`src/rtl/isf_pkg.sv`:
```
package isf_pkg;

  localparam int unsigned MaxParams = 26;
  localparam logic [7:0] MAX_PARAMS = 8'(MaxParams);

  localparam logic [7:0] SYNC_STD = 8'hFF;
  localparam logic [7:0] SYNC_ALT = 8'hFE;
  localparam logic [7:0] TRAILER_ALT = 8'hFA;
  localparam logic [7:0] LEN_OVERHEAD = 8'd2;
  localparam logic [7:0] ERR_BYTE = 8'h00;

  // Frame format register values
  localparam logic FMT_STD = 1'b0;
  localparam logic FMT_ALT = 1'b1;

  localparam int unsigned QDepth = 4;
  localparam int unsigned QAw = $clog2(QDepth);

  typedef enum logic [1:0] {
    CMD_START = 2'd0,
    CMD_PARAM = 2'd1,
    CMD_ERROR = 2'd2
  } cmd_kind_e;

  // One classified request handed from front to back
  typedef struct packed {
    cmd_kind_e  kind;
    logic       fmt;
    logic [7:0] id;
    logic [7:0] len;
    logic [7:0] instr;
    logic       has_param;
    logic [7:0] param;
    logic       close;
    logic [7:0] close_byte;
  } cmd_t;

  typedef enum logic [7:0] {
    ST_SYNC1 = 8'b0000_0001,
    ST_SYNC2 = 8'b0000_0010,
    ST_ID    = 8'b0000_0100,
    ST_LEN   = 8'b0000_1000,
    ST_INSTR = 8'b0001_0000,
    ST_PARAM = 8'b0010_0000,
    ST_CLOSE = 8'b0100_0000,
    ST_ERR   = 8'b1000_0000
  } step_e;

endpackage

```
`src/rtl/isf_front.sv`:
```
module isf_front (
  input  logic              clk_i,
  input  logic              rst_ni,
  input  logic              accept_i,
  input  logic              frame_format_i,
  input  logic              packet_start_i,
  input  logic [7:0]        device_id_i,
  input  logic [7:0]        opcode_byte_i,
  input  logic [7:0]        param_count_i,
  input  logic [7:0]        param_byte_i,
  output logic              cmd_push_o,
  output isf_pkg::cmd_t     cmd_o
);

  logic [7:0] running_sum_q, running_sum_d;
  logic [7:0] params_left_q, params_left_d;
  logic       in_packet_q, in_packet_d;

  logic [7:0] cont_sum, cont_left;
  logic [7:0] start_len, head_sum, start_sum;
  logic       start_has_param;

  assign cont_sum        = running_sum_q + param_byte_i;
  assign cont_left       = params_left_q - 8'd1;
  assign start_len       = param_count_i + isf_pkg::LEN_OVERHEAD;
  assign head_sum        = device_id_i + start_len + opcode_byte_i;
  assign start_has_param = (param_count_i != 8'd0);
  assign start_sum       = start_has_param ? head_sum + param_byte_i : head_sum;

  always_comb begin
    running_sum_d = running_sum_q;
    params_left_d = params_left_q;
    in_packet_d   = in_packet_q;
    cmd_push_o    = 1'b0;
    cmd_o         = '0;
    cmd_o.fmt     = frame_format_i;
    cmd_o.id      = device_id_i;
    cmd_o.len     = start_len;
    cmd_o.instr   = opcode_byte_i;
    cmd_o.param   = param_byte_i;
    if (accept_i) begin
      if (!packet_start_i) begin
        // drop stray bytes outside a packet
        if (in_packet_q) begin
          cmd_push_o       = 1'b1;
          cmd_o.kind       = isf_pkg::CMD_PARAM;
          cmd_o.has_param  = 1'b1;
          cmd_o.close      = (cont_left == 8'd0);
          cmd_o.close_byte = frame_format_i ? isf_pkg::TRAILER_ALT : ~cont_sum;
          running_sum_d    = cont_sum;
          params_left_d    = cont_left;
          in_packet_d      = (cont_left != 8'd0);
        end
      end else if (param_count_i > isf_pkg::MAX_PARAMS) begin
        cmd_push_o    = 1'b1;
        cmd_o.kind    = isf_pkg::CMD_ERROR;
        running_sum_d = 8'd0;
        params_left_d = 8'd0;
        in_packet_d   = 1'b0;
      end else begin
        cmd_push_o       = 1'b1;
        cmd_o.kind       = isf_pkg::CMD_START;
        cmd_o.has_param  = start_has_param;
        cmd_o.close      = (param_count_i <= 8'd1);
        cmd_o.close_byte = frame_format_i ? isf_pkg::TRAILER_ALT : ~start_sum;
        running_sum_d    = start_sum;
        params_left_d    = start_has_param ? param_count_i - 8'd1 : 8'd0;
        in_packet_d      = (param_count_i > 8'd1);
      end
    end
  end

  always_ff @(posedge clk_i or negedge rst_ni) begin
    if (!rst_ni) begin
      running_sum_q <= 8'd0;
      params_left_q <= 8'd0;
      in_packet_q   <= 1'b0;
    end else begin
      running_sum_q <= running_sum_d;
      params_left_q <= params_left_d;
      in_packet_q   <= in_packet_d;
    end
  end

  a_open_has_left: assert property (@(posedge clk_i) disable iff (!rst_ni)
    in_packet_q |-> params_left_q != 8'd0)
    else $error("open packet with no parameters left");

  a_close_ends_packet: assert property (@(posedge clk_i) disable iff (!rst_ni)
    cmd_push_o && cmd_o.close |=> !in_packet_q && params_left_q == 8'd0)
    else $error("packet still open after closing request");

  a_error_clears: assert property (@(posedge clk_i) disable iff (!rst_ni)
    cmd_push_o && cmd_o.kind == isf_pkg::CMD_ERROR |=> !in_packet_q && running_sum_q == 8'd0)
    else $error("state not cleared after count error");

endmodule

```
`src/rtl/isf_queue.sv`:
```
module isf_queue (
  input  logic          clk_i,
  input  logic          rst_ni,
  input  logic          push_i,
  input  isf_pkg::cmd_t wdata_i,
  output logic          full_o,
  input  logic          pop_i,
  output logic          empty_o,
  output isf_pkg::cmd_t rdata_o
);

  isf_pkg::cmd_t             mem_q [isf_pkg::QDepth];
  logic [isf_pkg::QAw-1:0]   wr_ptr_q, rd_ptr_q;
  logic [isf_pkg::QAw:0]     count_q, count_d;
  logic                      do_push, do_pop;

  assign full_o  = (count_q == (isf_pkg::QAw+1)'(isf_pkg::QDepth));
  assign empty_o = (count_q == '0);
  assign do_push = push_i && !full_o;
  assign do_pop  = pop_i && !empty_o;
  assign rdata_o = mem_q[rd_ptr_q];

  always_comb begin
    count_d = count_q;
    if (do_push && !do_pop) count_d = count_q + 1'b1;
    else if (!do_push && do_pop) count_d = count_q - 1'b1;
  end

  always_ff @(posedge clk_i) begin
    if (do_push) mem_q[wr_ptr_q] <= wdata_i;
  end

  always_ff @(posedge clk_i or negedge rst_ni) begin
    if (!rst_ni) begin
      wr_ptr_q <= '0;
      rd_ptr_q <= '0;
      count_q  <= '0;
    end else begin
      if (do_push) wr_ptr_q <= wr_ptr_q + 1'b1;
      if (do_pop) rd_ptr_q <= rd_ptr_q + 1'b1;
      count_q <= count_d;
    end
  end

  a_count_bound: assert property (@(posedge clk_i) disable iff (!rst_ni)
    count_q <= (isf_pkg::QAw+1)'(isf_pkg::QDepth))
    else $error("queue count beyond depth");

  a_no_overflow: assert property (@(posedge clk_i) disable iff (!rst_ni)
    push_i |-> !full_o)
    else $error("request pushed into full queue");

  a_ptr_gap: assert property (@(posedge clk_i) disable iff (!rst_ni)
    (wr_ptr_q - rd_ptr_q) == count_q[isf_pkg::QAw-1:0])
    else $error("queue pointers disagree with count");

endmodule

```
`src/rtl/isf_back.sv`:
```
module isf_back (
  input  logic          clk_i,
  input  logic          rst_ni,
  input  logic          cmd_empty_i,
  input  isf_pkg::cmd_t cmd_i,
  output logic          cmd_pop_o,
  input  logic          pop,
  output logic          empty,
  output logic [7:0]    out_byte_o,
  output logic          frame_end_o,
  output logic          count_error_o
);

  isf_pkg::step_e step_q, step_d, cur_step, next_step, first_step;
  logic           busy_q, busy_d;
  logic           last_step;
  logic           load;
  logic [7:0]     cur_byte;
  logic           cur_end, cur_err;

  logic           out_valid_q, out_valid_d;
  logic [7:0]     out_byte_q;
  logic           frame_end_q, count_error_q;

  always_comb begin
    unique case (cmd_i.kind)
      isf_pkg::CMD_START: first_step = isf_pkg::ST_SYNC1;
      isf_pkg::CMD_PARAM: first_step = isf_pkg::ST_PARAM;
      default:            first_step = isf_pkg::ST_ERR;
    endcase
  end

  assign cur_step = busy_q ? step_q : first_step;

  always_comb begin
    next_step = isf_pkg::ST_ERR;
    last_step = 1'b0;
    cur_byte  = 8'd0;
    cur_end   = 1'b0;
    cur_err   = 1'b0;
    unique case (cur_step)
      isf_pkg::ST_SYNC1: begin
        cur_byte  = cmd_i.fmt ? isf_pkg::SYNC_ALT : isf_pkg::SYNC_STD;
        next_step = isf_pkg::ST_SYNC2;
      end
      isf_pkg::ST_SYNC2: begin
        cur_byte  = cmd_i.fmt ? isf_pkg::SYNC_ALT : isf_pkg::SYNC_STD;
        next_step = (cmd_i.fmt == isf_pkg::FMT_ALT) ? isf_pkg::ST_LEN : isf_pkg::ST_ID;
      end
      isf_pkg::ST_ID: begin
        cur_byte  = cmd_i.id;
        next_step = isf_pkg::ST_LEN;
      end
      isf_pkg::ST_LEN: begin
        cur_byte  = cmd_i.len;
        next_step = isf_pkg::ST_INSTR;
      end
      isf_pkg::ST_INSTR: begin
        cur_byte  = cmd_i.instr;
        next_step = cmd_i.has_param ? isf_pkg::ST_PARAM : isf_pkg::ST_CLOSE;
      end
      isf_pkg::ST_PARAM: begin
        cur_byte  = cmd_i.param;
        next_step = isf_pkg::ST_CLOSE;
        last_step = !cmd_i.close;
      end
      isf_pkg::ST_CLOSE: begin
        cur_byte  = cmd_i.close_byte;
        cur_end   = 1'b1;
        last_step = 1'b1;
      end
      isf_pkg::ST_ERR: begin
        cur_byte  = isf_pkg::ERR_BYTE;
        cur_err   = 1'b1;
        last_step = 1'b1;
      end
      default: begin
        last_step = 1'b1;
      end
    endcase
  end

  // Advance when a request waits and the output slot is free or being drained this cycle
  assign load      = !cmd_empty_i && (!out_valid_q || pop);
  assign cmd_pop_o = load && last_step;

  always_comb begin
    step_d      = step_q;
    busy_d      = busy_q;
    out_valid_d = out_valid_q;
    if (pop && out_valid_q) out_valid_d = 1'b0;
    if (load) begin
      out_valid_d = 1'b1;
      busy_d      = !last_step;
      step_d      = next_step;
    end
  end

  always_ff @(posedge clk_i or negedge rst_ni) begin
    if (!rst_ni) begin
      step_q      <= isf_pkg::ST_SYNC1;
      busy_q      <= 1'b0;
      out_valid_q <= 1'b0;
    end else begin
      step_q      <= step_d;
      busy_q      <= busy_d;
      out_valid_q <= out_valid_d;
    end
  end

  always_ff @(posedge clk_i) begin
    if (load) begin
      out_byte_q    <= cur_byte;
      frame_end_q   <= cur_end;
      count_error_q <= cur_err;
    end
  end

  assign empty         = !out_valid_q;
  assign out_byte_o    = out_byte_q;
  assign frame_end_o   = frame_end_q;
  assign count_error_o = count_error_q;

  a_err_shape: assert property (@(posedge clk_i) disable iff (!rst_ni)
    out_valid_q && count_error_q |-> out_byte_q == isf_pkg::ERR_BYTE && !frame_end_q)
    else $error("malformed error result");

  a_busy_holds_head: assert property (@(posedge clk_i) disable iff (!rst_ni)
    busy_q |-> !cmd_empty_i)
    else $error("request left the queue before its last byte");

  a_drain: assert property (@(posedge clk_i) disable iff (!rst_ni)
    pop && out_valid_q && cmd_empty_i |=> !out_valid_q)
    else $error("result repeated after pop");

endmodule

```
`src/rtl/inverted_sum_packet_framer_core.sv`:
```
// Packet framer for a half-duplex actuator bus, producing the byte stream of
// command packets.
// Input side is a queue write port: an item is taken on a clock edge with
// push high and full low. The first item of a packet (packet_start_i high)
// carries id, instruction, count and the first parameter byte; every
// following item carries one parameter byte. Result side is a queue read
// port: the oldest byte sits on out_byte_o/frame_end_o/count_error_o while
// empty is low and leaves on an edge with pop high.
// frame_format is written over cfg_valid/cfg_ready/cfg_data_i (always ready).
// The user must write it only while no packet bytes are in flight; the block
// itself does not enforce this. An item's request enters the queue on the edge
// that takes it; the output register loads its first byte once the request is
// at the queue head and the output slot is free. Input runs at one item per
// cycle while the queue has room; the output moves one byte per cycle while
// pop is high, so the four-entry queue absorbs a start's five to seven bytes.
// When pop stays low the output register holds, the queue fills and full rises.
// Reset empties the queue and the output and returns to idle, format 0.
module inverted_sum_packet_framer_core (
  input  logic       clk_i,
  input  logic       rst_ni,
  input  logic       push,
  output logic       full,
  input  logic       packet_start_i,
  input  logic [7:0] device_id_i,
  input  logic [7:0] opcode_byte_i,
  input  logic [7:0] param_count_i,
  input  logic [7:0] param_byte_i,
  output logic       empty,
  input  logic       pop,
  output logic [7:0] out_byte_o,
  output logic       frame_end_o,
  output logic       count_error_o,
  input  logic       cfg_valid,
  output logic       cfg_ready,
  input  logic       cfg_data_i
);

  logic          frame_format_q;
  logic          accept;
  logic          cmd_push, q_full, q_empty, q_pop;
  isf_pkg::cmd_t cmd_wr, cmd_rd;

  assign cfg_ready = 1'b1;
  assign full      = q_full;
  assign accept    = push && !q_full;

  always_ff @(posedge clk_i or negedge rst_ni) begin
    if (!rst_ni) begin
      frame_format_q <= isf_pkg::FMT_STD;
    end else if (cfg_valid && cfg_ready) begin
      frame_format_q <= cfg_data_i;
    end
  end

  isf_front u_front (
    .clk_i          (clk_i),
    .rst_ni         (rst_ni),
    .accept_i       (accept),
    .frame_format_i (frame_format_q),
    .packet_start_i (packet_start_i),
    .device_id_i    (device_id_i),
    .opcode_byte_i  (opcode_byte_i),
    .param_count_i  (param_count_i),
    .param_byte_i   (param_byte_i),
    .cmd_push_o     (cmd_push),
    .cmd_o          (cmd_wr)
  );

  isf_queue u_queue (
    .clk_i   (clk_i),
    .rst_ni  (rst_ni),
    .push_i  (cmd_push),
    .wdata_i (cmd_wr),
    .full_o  (q_full),
    .pop_i   (q_pop),
    .empty_o (q_empty),
    .rdata_o (cmd_rd)
  );

  isf_back u_back (
    .clk_i         (clk_i),
    .rst_ni        (rst_ni),
    .cmd_empty_i   (q_empty),
    .cmd_i         (cmd_rd),
    .cmd_pop_o     (q_pop),
    .pop           (pop),
    .empty         (empty),
    .out_byte_o    (out_byte_o),
    .frame_end_o   (frame_end_o),
    .count_error_o (count_error_o)
  );

endmodule

```
`config.mk`:
```
export PLATFORM = sky130hd
export DESIGN_NAME = inverted_sum_packet_framer_core
export DESIGN_NICKNAME = d
export VERILOG_FILES = /design/src/rtl/isf_pkg.sv /design/src/rtl/isf_front.sv /design/src/rtl/isf_queue.sv /design/src/rtl/isf_back.sv /design/src/rtl/inverted_sum_packet_framer_core.sv
export SDC_FILE = /design/constraint.sdc
export NUM_CORES = 1
export LEC_CHECK = 0
export BUFFER_PORTS_ARGS = -buffer_cell sky130_fd_sc_hd__buf_2
export CORE_UTILIZATION = 55
export DETAILED_ROUTE_END_ITERATION = 6
export GPL_TIMING_DRIVEN = 0
export PLACE_DENSITY = 0.73
export SYNTH_ARGS = -nofsm -noshare
export SYNTH_HDL_FRONTEND = slang
export SYNTH_SLANG_ARGS = --single-unit
```
`constraint.sdc`:
```
create_clock -name clk_i -period 4.9 [get_ports clk_i]
set_input_delay 0 -clock clk_i [delete_from_list [all_inputs] [get_ports clk_i]]
set_output_delay 0 -clock clk_i [all_outputs]
set_load 0.005 [all_outputs]
```
# After elaboration in Yosys (flattened, before gate mapping)
# Memories as Yosys holds them, arrays and structs flattened.
# Cells that the tools add are included.
# Widths: inputs -> output; s select.
op_classes:
  eq_ne: 10
  mux: 43
  add_sub_neg: 11
  reduce_logical: 27
  bitwise_logic: 2
  n_lt_le_gt_ge: 3
op_table:
  columns: ["op", "count"]
  rows:
  - ["$pmux 8 s6", 2]
  - ["$mux 8", 11]
  - ["$mux 9", 4]
  - ["$add 8x8->8", 4]
  - ["$mux 1", 17]
  - ["$not 8->8", 2]
  - ["$pmux 8 s2", 1]
  - ["$reduce_bool 8->1", 2]
  - ["$sub 8x1->8 const B", 2]
  - ["$add 8x2->8 const B", 1]
  - ["$eq 8x1->1 const B", 1]
  - ["$eq 8x2->1 const B", 1]
  - ["$eq 8x3->1 const B", 1]
  - ["$eq 8x4->1 const B", 1]
  - ["$eq 8x5->1 const B", 1]
  - ["$eq 8x6->1 const B", 1]
  - ["$eq 8x7->1 const B", 1]
  - ["$eq 8x8->1 const B", 1]
  - ["$gt 8x1->1 const B", 1]
  - ["$gt 8x5->1 const B", 1]
  - ["$le 8x1->1 const B", 1]
  - ["$logic_and 1x1->1", 8]
  - ["$logic_not 8->1", 1]
  - ["$logic_not 1->1", 7]
  - ["17 further kinds", 23]
totals:
  ram_bits: 180
  input_bits: 39
  regBits: 45
  elab_cells: 110
  n_memories: 1
memory_table:
  columns: ["memory", "depth", "width", "read_ports", "rd_ports_with_merged_regs", "wr", "line_no", "source"]
  rows:
  - ["u_queue.mem_q", 4, 45, 1, 0, 1, "isf_queue.sv:12", "isf_pkg::cmd_t mem_q [isf_pkg::QDepth];"]

# Longest topological paths before layout
# Gate-level depths: netlist of run 1.
# An unclocked memory read counts as a cell.
logic_depth:
  word_depth: 12
  ltp_mapped: 17
  ltp_nobuf: 16

# Hierarchy
# From an unflattened synthesis of run 1, not the netlist that was laid out.
hier_totals:
  hier_cells: 744
  area_unflattened_um2: 10956.8
modules_own_cells:
  columns: ["module", "cells_each", "area_each_um2", "instances"]
  rows:
  - ["isf_queue", 271, 6939.2, 1]
  - ["isf_front", 335, 2710.1, 1]
  - ["isf_back", 133, 1249.9, 1]
  - ["inverted_sum_packet_framer_core", 5, 57.6, 1]

# Worst setup path after synthesis of run 1
# No wires, ideal clock.
synth_timing:
  path_type: "input to register"
  start: "input param_count_i[5]"
  end: "memory u_queue.mem_q[0][7] (netlist bit), data pin"
  path_stages: 17
  setup_time_ns: 0.203
  t_arrival_ns: 3.376
  n_path_buf: 1
  slack_ns: 1.321
  cell_sequence: "clkbuf_1 nand3_1 nor2_1 xor2_1 fa_1 ha_1 nor2b_1 a221oi_1 nand3_1 ha_1 nor4_1 o21ai_0 and3b_1 o21ai_0 xnor2_1 nor3_1 nor3_1"
synth_rtl:
  columns: ["item", "line_no", "source"]
  rows:
  - ["start, declared", "inverted_sum_packet_framer_core.sv:26", "input logic [7:0] param_count_i,"]
  - ["end, declared", "isf_queue.sv:12", null]

==> results of run 1 <==
==> cells in the final DEF, fill, tap and decap left out, types with 6 or more instances in the layout <==
cell type	count
sky130_fd_sc_hd__o21ai_0	34
sky130_fd_sc_hd__a22oi_1	11
sky130_fd_sc_hd__xnor2_1	22
sky130_fd_sc_hd__clkbuf_16	25
sky130_fd_sc_hd__a21o_1	6
sky130_fd_sc_hd__xor2_1	16
sky130_fd_sc_hd__a2111oi_0	7
sky130_fd_sc_hd__nor2_1	33
sky130_fd_sc_hd__mux4_2	43
sky130_fd_sc_hd__ha_1	33
sky130_fd_sc_hd__nand2_1	27
sky130_fd_sc_hd__clkbuf_1	21
sky130_fd_sc_hd__nand2b_1	9
sky130_fd_sc_hd__inv_1	26
sky130_fd_sc_hd__buf_2	55
sky130_fd_sc_hd__nor3_1	15
sky130_fd_sc_hd__clkinv_1	6
sky130_fd_sc_hd__a21oi_1	24
sky130_fd_sc_hd__dfrtp_1	34
sky130_fd_sc_hd__nand3_1	7
sky130_fd_sc_hd__edfxtp_1	190
sky130_fd_sc_hd__nor2b_1	26
sky130_fd_sc_hd__fa_1	11
sky130_fd_sc_hd__dlygate4sd3_1	32
==> layer usage <==
metal / global-route usage, % / vias to the layer above / part of all wire (%)
met5: 0 / - / 0
met4: 8.524 / 0 / 2.8
met3: 4.688 / 56 / 7.5
met2: 44.20 / 288 / 50
met1: 34.78 / 3264 / 40
li1: - / 2927 / -
==> power by group <==
group	switching, mW	internal, mW	leakage, nW	total [mW]
sequential	0.159	2.47	2.18	2.63
clock	0.715	0.982	0.348	1.70
combinational	1.31	1.08	1.96	2.39
==> logic make-up after synthesis <==
kind of cell             after synthesis  synth area share (%)
AO/OA/AOI/OAI                        130                 8.173
XOR/XNOR                              39                 3.349
adder cells (fa/ha/maj)               44                 5.968
buffers and inverters                 55                 2.264
flip-flops                           225                 62.05
multiplexers                          54                 10.69
other                                  1               0.03535
AND/OR/NAND/NOR                      148                 7.477
==> worst max-delay path: cells and delay by family <==
kind	cells	cell delay (ns)
buffers and inverters	1	0.27
AOI/OAI and AO/OA	3	0.67
xor gates and xnor gates	2	0.78
and+or+nand+nor	8	1.60
adders and majority gates	3	1.26
==> final cells by class <==
| cell class | count | share of cell area, % |
|---|---|---|
| clock inverters | 13 | 0.7600 |
| flip-flops and latches | 225 | 53.31 |
| clock buffers | 30 | 5.218 |
| well taps | 260 | 2.635 |
| plain buffers | 27 | 1.074 |
| inverters | 28 | 0.8714 |
| repair buffers | 84 | 5.431 |
| multi-input cells | 416 | 30.70 |
==> worst paths after layout <==
kind | startpoint | to | cells after the start
min reg2reg | u_queue.count_q[2] | u_queue.count_q[2] | 1
min in group asynchronous | rst_ni | u_back.step_q[1] | 2
max | param_count_i[5] | u_queue.mem_q[3][7] | 17
min | param_count_i[4] | u_queue.mem_q[0][30] | 2
max in group asynchronous | rst_ni | u_front.running_sum_q[5] | 2
max reg2reg | u_queue.count_q[2] | u_queue.mem_q[1][15] | 7
==> metrics by stage <==
stage / utilization, % / total power [mW] / worst slack (ns) / area [sq um] / hold slack, ns
after CTS: 65.57 / 6.759 / 0.6347 / 12350 / 0.01036
after floorplan: - / 4.315 / 1.321 / 10610 / -0.2956
after global placement: 59.34 / 4.901 / 0.3513 / 11170 / 0.1449
after detailed placement: 59.95 / 5.023 / 0.1203 / 11290 / 0.1475
final: 65.57 / 6.720 / 0.5444 / 12350 / 0.01860
after global routing: 65.57 / 7.055 / 0.2285 / 12350 / 0.04561
==> registers in the layout, summed over array words and instances (netlist names) <==
signal and cells:
u_queue.mem_q 180, u_back.out_byte_o 8, u_back.step_q 8, u_front.params_left_q 8, u_front.running_sum_q 8, u_queue.count_q 3, u_queue.rd_ptr_q 2, u_queue.wr_ptr_q 2
frame_format_q 1, u_back.busy_q 1, u_back.count_error_o 1, u_back.frame_end_o 1, u_back.out_valid_q 1, u_front.in_packet_q 1
==> timing repair <==
action / in CTS / in global routing
hold buffers: 32 / 0
buffers inserted: 0 / 0
endpoints found under the hold margin: 142 / 0
==> summary.txt, run 1 <==
Status
  • Run status: complete, no violations

Timing
  • Setup repair after global routing missed its margin: false
  • Max Clock Freq: 0.2296 GHz
  • Final TNS setup: 0 ns
  • Final setup violation count: 0
  • Final count of hold timing violations: 0
  • Max-slew headroom: between 20% and 30%
  • Post-route fraction of the period consumed by the critical path: 88.89%
  • Final critical path time including I/O delays and setup: 4.356 ns
  • Pin slew with the least headroom to its limit: between 1 and 1.5 ns
  • Worst Clk Skew: 0.02210 ns
  • Final Slew Violations: 0

Route
  • Via count: 6535
  • Drt drc: 0
  • Antenna Nets Post-Route: 0
  • Per-cell routed wire length: approximately 23 um
  • DR pass1 iterations: 5
  • Wirelength, routed: 24.75 mm
  • Vias per std cell: 6.034
  • First-iteration detailed-routing DRC count: 554

GRT
  • Global-route wire length before repair: 38.13 mm
  • Total gr overflow: 0
  • Via count of the first global-routing pass: 6649
  • Pin count of the biggest net entering global routing: 36
  • Initial antenna violation count: 0
  • GRT Resource Usage Total: between 20% and 30%

Synth
  • Fraction of synthesis flops using an asynchronous set or reset pin: 15.56%
  • Total nets after synthesis: around 780
  • Seq cells post-synth: 225
  • Synthesis warning total: 0
  • Synthesized instance count: 696
  • Netlist area before placement: 10610 sq um
  • Cell types with the largest area share after synthesis: sky130_fd_sc_hd__edfxtp_1, sky130_fd_sc_hd__mux4_2, sky130_fd_sc_hd__dfrtp_1, sky130_fd_sc_hd__ha_1, sky130_fd_sc_hd__fa_1
  • Register area share after synthesis: 62.05%
  • List of most frequent post-synthesis cells: sky130_fd_sc_hd__edfxtp_1, sky130_fd_sc_hd__mux4_2, sky130_fd_sc_hd__dfrtp_1, sky130_fd_sc_hd__o21ai_0
  • EDFF count, synth: 190
  • Top FF cell, synth: sky130_fd_sc_hd__edfxtp_1
  • Distinct cells, synth: 67
  • Top-area cell type share of the netlist area: 53.78%
  • Leading cell type by number of instances after synthesis: sky130_fd_sc_hd__edfxtp_1
  • Mean Syn Cell Area: 15.24 sq um
  • Cell type contributing the most total cell area after synthesis: sky130_fd_sc_hd__edfxtp_1

Worst setup path
  • Max stage delay cell, worst path: sky130_fd_sc_hd__fa_1
  • Worst EP required: 5.12 ns
  • Kind of capture point of the worst setup path: register
  • Startpoint type of the worst setup path: input pin
  • Start-to-end type of the worst setup path: input pin to register
  • Worst R2R Setup Slack: roughly 1.7 ns
  • Crit Path Max Fanout: 7
  • Slowest cell delay on critical path: 0.60 ns
  • Ordered cell list for the critical path: clkbuf_1 -> nand3_1 -> nor2_1 -> xor2_1 -> fa_1 -> ha_1 -> nor2b_1 -> a221oi_1 -> nand3_1 -> ha_1 -> nor4_1 -> o21ai_0 -> and3b_1 -> o21ai_0 -> xnor2_1 -> nor3_1 -> nor3_1
  • Arrival time at the worst endpoint: between 4 and 5 ns

Die
  • Top-Level Pins: 52
  • Number of cell rows: 50
  • Die boundary width: 140.9 um
  • Starting utilization of the core area: 56.34%
  • Placeable core region: ~19000 sq um
  • Die footprint: 19850 sq um
  • Die extent in y: 140.9 um

Clocking
  • PostCTS Resize Cnt: 0
  • TritonCTS clock tree: built
  • Clock tree root buffer cell: sky130_fd_sc_hd__clkbuf_16
  • Maximum count of clock buffers along a single path: 3
  • H-tree lvl count: 1
  • Clock transition at path regs: 0.06 ns
  • Clock sink count: 225
  • Worst skew pair latency: 0.52 ns
  • CTS buffer count: 24

Placement
  • Placer Congestion: approximately 0.85
  • Number of cells after detailed placement: a little over 1000
  • Number of buffers inserted by port buffering: 48
  • Final HPWL from detailed placement: approximately 17 mm

Hold path
  • Path type of the worst min-delay path: input pin to register

Flow run
  • Number of violations of the max-capacitance limit: 0

Final layout
  • Number of antenna diodes: 0
  • Area of all sequential standard cells: 6583 sq um
  • Net count, final: ~890
  • Area of the multi-input gates: between 3000 and 4000 sq um
  • Count of non-filler cells in the finished layout: 1083
  • Ratio of cells with drive above 1 in the final layout: 19.32%
  • Area growth from synthesis to layout: 16.39%
  • Layout fillers: 1280

Power and ir drop
  • Power Density: 544.2 nW/um^2
  • Lkg Pwr: 4.491 nW
  • Largest voltage drop on the vdd net: 0.3115 mV
(Power assumes the default switching activity.)
==> inputs of run 2 (changes only) <==
- CORE_ASPECT_RATIO: default -> 1.75
==> run 2 against run 1 <==
- count of clock-buffer cells in the layout decreased by 8
- maximum frequency increased by 1.6%
- power decreased by 2.2%
- register-to-register slack got worse by 0.11 ns
- combinational power about the same
- largest cell class unchanged
==> summary.txt, run 2 (synthesized netlist as in run 1, its figures left out) <==
Clocking
  • Hold-fix buffers, CTS: 31 (-3.1%)
  • Worst skew pair latency: 0.49 ns (-0.03 ns)
  • CTS buffer count: 20 (-17%)
  • Clock sink count: 225 (unchanged)
  • Clock transition at path regs: 0.06 ns (about the same)
  • TritonCTS clock tree: built
  • PostCTS Resize Cnt: 0 (unchanged)
  • Number of buffers added for setup after CTS: 0 (unchanged)
  • H-tree lvl count: 1 (unchanged)
  • Maximum count of clock buffers along a single path: 3 (unchanged)
  • Clock tree root buffer cell: sky130_fd_sc_hd__clkbuf_16

Die
  • Top-Level Pins: 52 (unchanged)
  • Die boundary width: 107.0 um (-24%)
  • Number of cell rows: 66 (+32%)
  • Placeable core region: 18750 sq um (-0.45%)
  • Starting utilization of the core area: 56.59% (+0.26 points)
  • Die extent in y: 185.7 um (+32%)
  • Die footprint: 19870 sq um (+0.11%)

Route
  • Vias per std cell: 6.064 (+0.49%)
  • Antenna Nets Post-Route: 0 (unchanged)
  • DR pass1 iterations: 4 (-1)
  • Per-cell routed wire length: 22.99 um (+0.56%)
  • Drt drc: 0 (unchanged)
  • Via count: 6385 (-2.3%)
  • First-iteration detailed-routing DRC count: 450 (-19%)
  • Wirelength, routed: 24.20 mm (-2.2%)

Worst setup path
  • Start-to-end type of the worst setup path: input pin to register
  • Reg-to-reg critical path startpoint: u_queue.count_q[1]
  • Startpoint type of the worst setup path: input pin
  • Crit Path Max Fanout: 7 (unchanged)
  • Kind of capture point of the worst setup path: register
  • Beginning of the critical path: param_count_i[5]
  • Worst reg2reg endpoint: u_queue.count_q[1]
  • Worst EP required: 5.09 ns (-0.03 ns)
  • Worst R2R Setup Slack: 1.56 ns (-0.11 ns)
  • Arrival time at the worst endpoint: 4.48 ns (-0.09 ns)
  • Worst Reg2Reg Path Length in Cells: 9 (+2)

Final layout
  • Register containing the most flip-flops in the final layout: u_queue.mem_q
  • Most common library cell in the layout ignoring fill and taps: sky130_fd_sc_hd__edfxtp_1
  • Number of antenna diodes: 0 (unchanged)
  • Layout fillers: 1311 (+2.4%)
  • Net count, final: 884 (-0.56%)
  • Flip-flop count of the largest register, all copies and words added: 180 (unchanged)
  • Area growth from synthesis to layout: 15.10%
  • Ratio of cells with drive above 1 in the final layout: 19.39% (+0.067 points)
  • Most frequent cells in the layout: sky130_fd_sc_hd__edfxtp_1, sky130_fd_sc_hd__buf_2, sky130_fd_sc_hd__mux4_2

Placement
  • Number of buffers inserted by port buffering: 48 (unchanged)
  • Final HPWL from detailed placement: 17.46 mm (+3.6%)
  • Worst slack after detailed placement: 0.2121 ns (+0.09175 ns)
  • Placer Congestion: 0.9509 (+12%)

Timing
  • Post-layout worst setup margin: 0.6140 ns (+0.06961 ns)
  • Setup repair after global routing missed its margin: false
  • Final setup violation count: 0 (unchanged)
  • Max-slew headroom: 25.86% (-0.72 points)
  • Worst Clk Skew: 0.009408 ns (-0.01270 ns)
  • Pin slew with the least headroom to its limit: 1.112 ns (+0.01079 ns)
  • Final count of hold timing violations: 0 (unchanged)
  • Post-route fraction of the period consumed by the critical path: 87.47% (-1.4 points)
  • Max Clock Freq: 0.2333 GHz (+1.6%)
  • Final Slew Violations: 0 (unchanged)
  • Final TNS setup: 0 ns (unchanged)
  • Final critical path time including I/O delays and setup: 4.286 ns (-0.06961 ns)

GRT
  • Total gr overflow: 0 (unchanged)
  • Global-route wire length before repair: 37.36 mm (-2.0%)
  • GRT Resource Usage Total: 25.69% (-0.51 points)
  • Initial antenna violation count: 0 (unchanged)
  • Via count of the first global-routing pass: 6723 (+1.1%)
  • Pin count of the biggest net entering global routing: 36 (unchanged)

Power and ir drop
  • Lkg Pwr: 4.452 nW (-0.87%)
  • Largest voltage drop on the vdd net: 0.3083 mV (-1.0%)
  • Power Density: 538.2 nW/um^2 (-1.1%)

Hold path
  • Hold path endpoint: u_queue.mem_q[2][32]
  • Startpoint of the lowest-slack hold path: param_count_i[6]
  • Number of stages on the worst hold path: 2 (unchanged)
  • Path type of the worst min-delay path: input pin to register

Flow run
  • Number of violations of the max-capacitance limit: 0 (unchanged)

Status
  • Run status: complete, no violations
[run 2: cell types whose count changed in the layout (fill, tap and decap cells not counted), moves of 3 or more]
cell,previous run,this run
sky130_fd_sc_hd__buf_12,0,3
sky130_fd_sc_hd__clkbuf_16,25,21
sky130_fd_sc_hd__buf_16,4,1
sky130_fd_sc_hd__clkbuf_1,21,17
[run 2: stage by stage]
step	power, mW	area (sq um)	util [%]	std cells	hold slack [ns]
2_1_floorplan	4.315	10610	-	696	-0.2956
6_report	6.572	12210	65.14	1053	0.02687
4_1_cts	6.596	12210	65.14	1053	0.01381
3_3_place_gp	4.892	11150	59.46	982	0.1459
3_5_place_dp	5.004	11240	59.96	986	0.1598
5_1_grt	6.887	12210	65.14	1053	0.02076
[run 2: metal layers]
| layer | track usage [%] | routed length (um) | up-vias |
|---|---|---|---|
| met4 | 13.21 | 1101 | 0 |
| li1 | - | - | 2897 |
| met5 | 0 | 0 | - |
| met1 | 29.37 | 8788 | 3234 |
| met3 | 2.731 | 927 | 57 |
| met2 | 47.15 | 13390 | 197 |
[run 2: final cells by class]
class | count | area, sq um | area share (%)
sequential | 225 | 6583 | 53.91
multi-input combinational | 416 | 3791 | 31.05
timing repair buffer | 83 | 638.1 | 5.226
clock buffer | 22 | 529.3 | 4.334
tap | 238 | 297.8 | 2.439
buffer | 27 | 132.6 | 1.086
clock inverter | 14 | 131.4 | 1.076
inverter | 28 | 107.6 | 0.8812
[run 2: worst max-delay path by stage]
stage / end / cells past startpoint / slack (ns)
after floorplan: u_queue.mem_q[0][7] / 17 / 1.32
after global placement: u_queue.mem_q[0][7] / 17 / 0.33
after detailed placement: u_queue.mem_q[0][7] / 17 / 0.21
after CTS: u_queue.mem_q[0][7] / 17 / 0.69
after global routing: u_queue.mem_q[3][7] / 17 / 0.31
final: u_queue.mem_q[0][7] / 17 / 0.61
[run 2: critical path, stage by stage]
cell	delay, ns
sky130_fd_sc_hd__clkbuf_1	0.26
sky130_fd_sc_hd__nand3_1	0.12
sky130_fd_sc_hd__nor2_1	0.13
sky130_fd_sc_hd__xor2_1	0.48
sky130_fd_sc_hd__fa_1	0.56
sky130_fd_sc_hd__ha_1	0.40
sky130_fd_sc_hd__nor2b_1	0.08
sky130_fd_sc_hd__a221oi_1	0.31
sky130_fd_sc_hd__nand3_1	0.17
sky130_fd_sc_hd__ha_1	0.25
sky130_fd_sc_hd__nor4_1	0.36
sky130_fd_sc_hd__o21ai_0	0.16
sky130_fd_sc_hd__and3b_1	0.19
sky130_fd_sc_hd__o21ai_0	0.19
sky130_fd_sc_hd__xnor2_1	0.17
sky130_fd_sc_hd__nor3_1	0.07
sky130_fd_sc_hd__nor3_1	0.57
[run 2: where the power goes]
part / internal (mW) / total (mW) / switching [mW]
combinational: 1.07 / 2.37 / 1.30
clock: 0.894 / 1.57 / 0.675
sequential: 2.47 / 2.63 / 0.164
total: 4.43 / 6.57 / 2.14
==> inputs of run 3 (changes only) <==
- CORE_UTILIZATION: 55 -> 60
- PLACE_DENSITY: 0.73 -> 0.78
==> run 3 against run 2 <==
- first-iteration DRC count increased by 12%
- sequential share of layout area about the same
- non-clock buffer count increased by 2
==> summary.txt, run 3 (synthesized netlist as in run 1, its figures left out) <==
Final layout
  • Register containing the most flip-flops in the final layout: u_queue.mem_q
  • Flip-flop count of the largest register, all copies and words added: 180 (unchanged)
  • Most frequent cells in the layout: sky130_fd_sc_hd__edfxtp_1, sky130_fd_sc_hd__buf_2, sky130_fd_sc_hd__mux4_2
  • Core occupancy in the finished layout: 70.24% (+5.1 points)
  • Ratio of cells with drive above 1 in the final layout: 19.00% (-0.39 points)
  • Area growth from synthesis to layout: 15.05% (about the same)
  • Net count, final: 886 (+0.23%)
  • Count of non-filler cells in the finished layout: 1048 (-0.47%)
  • Most common library cell in the layout ignoring fill and taps: sky130_fd_sc_hd__edfxtp_1

Placement
  • Number of buffers inserted by port buffering: 48 (unchanged)
  • Placer Congestion: 0.9709 (+2.1%)
  • Number of cells after detailed placement: 979 (-0.71%)
  • Final HPWL from detailed placement: 17.02 mm (-2.5%)

Route
  • First-iteration detailed-routing DRC count: 502 (+12%)
  • Via count: 6442 (+0.89%)
  • Vias per std cell: 6.147 (+1.4%)
  • Drt drc: 0 (unchanged)
  • Wirelength, routed: 23.90 mm (-1.3%)
  • Per-cell routed wire length: 22.80 um (-0.80%)
  • DR pass1 iterations: 5 (+1)
  • Antenna Nets Post-Route: 0 (unchanged)

Clocking
  • TritonCTS clock tree: built
  • Clock transition at path regs: 0.06 ns (about the same)
  • PostCTS Resize Cnt: 0 (unchanged)
  • H-tree lvl count: 1 (unchanged)
  • Maximum count of clock buffers along a single path: 3 (unchanged)
  • Clock tree root buffer cell: sky130_fd_sc_hd__clkbuf_16
  • Number of buffers added for setup after CTS: 0 (unchanged)
  • Hold-fix buffers, CTS: 33 (+6.5%)
  • Clock sink count: 225 (unchanged)
  • Worst skew pair latency: 0.49 ns (about the same)
  • CTS buffer count: 20 (unchanged)

Worst setup path
  • Worst Reg2Reg Path Length in Cells: 12 (+3)
  • Start-to-end type of the worst setup path: input pin to register
  • Kind of capture point of the worst setup path: register
  • Crit Path Max Fanout: 6 (-1)
  • Startpoint type of the worst setup path: input pin
  • Worst reg2reg endpoint: u_queue.count_q[2]
  • Worst R2R Setup Slack: 1.64 ns (+0.08 ns)
  • Reg-to-reg critical path startpoint: u_queue.rd_ptr_q[0]
  • Worst EP required: 5.11 ns (+0.02 ns)
  • Arrival time at the worst endpoint: 4.49 ns (about the same)

Timing
  • Final Slew Violations: 0 (unchanged)
  • Setup repair after global routing missed its margin: false
  • Pin slew with the least headroom to its limit: 0.9794 ns (-0.1327 ns)
  • Max-slew headroom: 34.70% (+8.8 points)
  • Final TNS setup: 0 ns (unchanged)
  • Final setup violation count: 0 (unchanged)
  • Max Clock Freq: 0.2334 GHz (about the same)
  • Post-route fraction of the period consumed by the critical path: 87.42% (about the same)
  • Final count of hold timing violations: 0 (unchanged)
  • Final critical path time including I/O delays and setup: 4.284 ns (-0.002228 ns)
  • Worst Clk Skew: 0.01545 ns (+0.006040 ns)

Power and ir drop
  • Lkg Pwr: 4.455 nW (about the same)
  • Switch Pwr: 2.104 mW (-1.6%)
  • Clock network fraction of total power: 23.9% (about the same)
  • Combinational Power Share: 35.8% (-0.3 points)
  • Largest voltage drop on the vdd net: 0.3254 mV (+5.5%)
  • Switching portion of total power: 32.21% (-0.33 points)
  • Register share of total power: 40.3% (+0.3 points)
  • Power Density: 535.1 nW/um^2 (-0.59%)
  • Internal power of the cells: 4.427 mW (-0.15%)

GRT
  • Total gr overflow: 0 (unchanged)
  • GRT Resource Usage Total: 28.00% (+2.3 points)
  • Global-route wire length before repair: 37.20 mm (-0.43%)
  • Via count of the first global-routing pass: 6778 (+0.82%)
  • Pin count of the biggest net entering global routing: 36 (unchanged)
  • Initial antenna violation count: 1 (+1)

Die
  • Starting utilization of the core area: 61.05% (+4.5 points)
  • Die extent in y: 177.9 um (-4.2%)
  • Top-Level Pins: 52 (unchanged)
  • Die footprint: 18240 sq um (-8.2%)
  • Die boundary width: 102.5 um (-4.2%)
  • Placeable core region: 17380 sq um (-7.3%)
  • Number of cell rows: 64 (-3.0%)

Hold path
  • Number of stages on the worst hold path: 2 (unchanged)
  • Hold path endpoint: u_queue.mem_q[1][29]
  • Startpoint of the lowest-slack hold path: param_count_i[3]
  • Path type of the worst min-delay path: input pin to register

Flow run
  • Number of violations of the max-capacitance limit: 0 (unchanged)

Status
  • Run status: complete, no violations
## run 3: cell count changes in the layout (fill, tap and decap cells not counted), sizes merged
cell / previous run / this run
clkinvlp: 2 / 0
dlygate4sd3: 31 / 33
clkbuf: 38 / 39
diode: 0 / 1
## run 3: routing by layer
metal  track usage, %  share of wire [%]  up-vias  wire [um]
met4            12.44                4.3        0       1039
met5                0                  0        -          0
met1            33.23                 37     3249       8755
li1                 -                  -     2902          -
met3            3.151                4.4       64       1049
met2            50.22                 55      227      13050
## run 3: critical path, cell delays in order
cell and delay (ns):
sky130_fd_sc_hd__dlygate4sd3_1 0.53, sky130_fd_sc_hd__buf_2 0.15, sky130_fd_sc_hd__xor2_1 0.46, sky130_fd_sc_hd__fa_1 0.56
sky130_fd_sc_hd__ha_1 0.41, sky130_fd_sc_hd__nor2b_1 0.10, sky130_fd_sc_hd__a221oi_1 0.29, sky130_fd_sc_hd__nand3_1 0.18
sky130_fd_sc_hd__ha_1 0.26, sky130_fd_sc_hd__nor4_1 0.26, sky130_fd_sc_hd__o21ai_0 0.17, sky130_fd_sc_hd__and3b_1 0.20
sky130_fd_sc_hd__o21ai_0 0.19, sky130_fd_sc_hd__xnor2_1 0.18, sky130_fd_sc_hd__nor3_1 0.07, sky130_fd_sc_hd__nor3_1 0.47
## run 3: how the worst max path moves through the flow
stage	start	end	slack, ns	depth (start not counted)
after floorplan	param_count_i[5]	u_queue.mem_q[0][7]	1.32	17
after global placement	param_count_i[5]	u_queue.mem_q[0][7]	0.50	17
after detailed placement	param_count_i[5]	u_queue.mem_q[0][7]	0.36	17
after CTS	param_count_i[6]	u_queue.mem_q[0][7]	0.66	16
after global routing	param_count_i[6]	u_queue.mem_q[3][7]	0.31	16
final	param_count_i[6]	u_queue.mem_q[0][7]	0.62	16
## run 3: layout make-up
type	instances	area (sq um)
multi-input cells	416	3791
repair buffers	85	650.6
diodes	1	2.502
well taps	231	289.0
clock buffers	23	533.0
flip-flops and latches	225	6583
clock inverters	12	116.4
plain buffers	27	132.6
inverters	28	107.6
fillers	1124	5171
## run 3: power groups by stage
stage	clock, mW	sequential [mW]	combinational (mW)
floorplan	0	2.63	1.68
global placement	0	2.65	2.22
detailed placement	0	2.67	2.31
CTS	1.58	2.63	2.35
global route	1.65	2.66	2.55
finish	1.56	2.63	2.34
## run 3: metrics by stage
| step | hold WS, ns | cell area [sq um] | setup WS [ns] | power, mW |
|---|---|---|---|---|
| floorplan | -0.2956 | 10610 | 1.321 | 4.315 |
| global placement | 0.1542 | 11140 | 0.5037 | 4.871 |
| detailed placement | 0.1605 | 11220 | 0.3639 | 4.978 |
| CTS | 0.01180 | 12200 | 0.6650 | 6.567 |
| global route | 0.05103 | 12210 | 0.3058 | 6.868 |
| finish | 0.02529 | 12210 | 0.6162 | 6.531 |
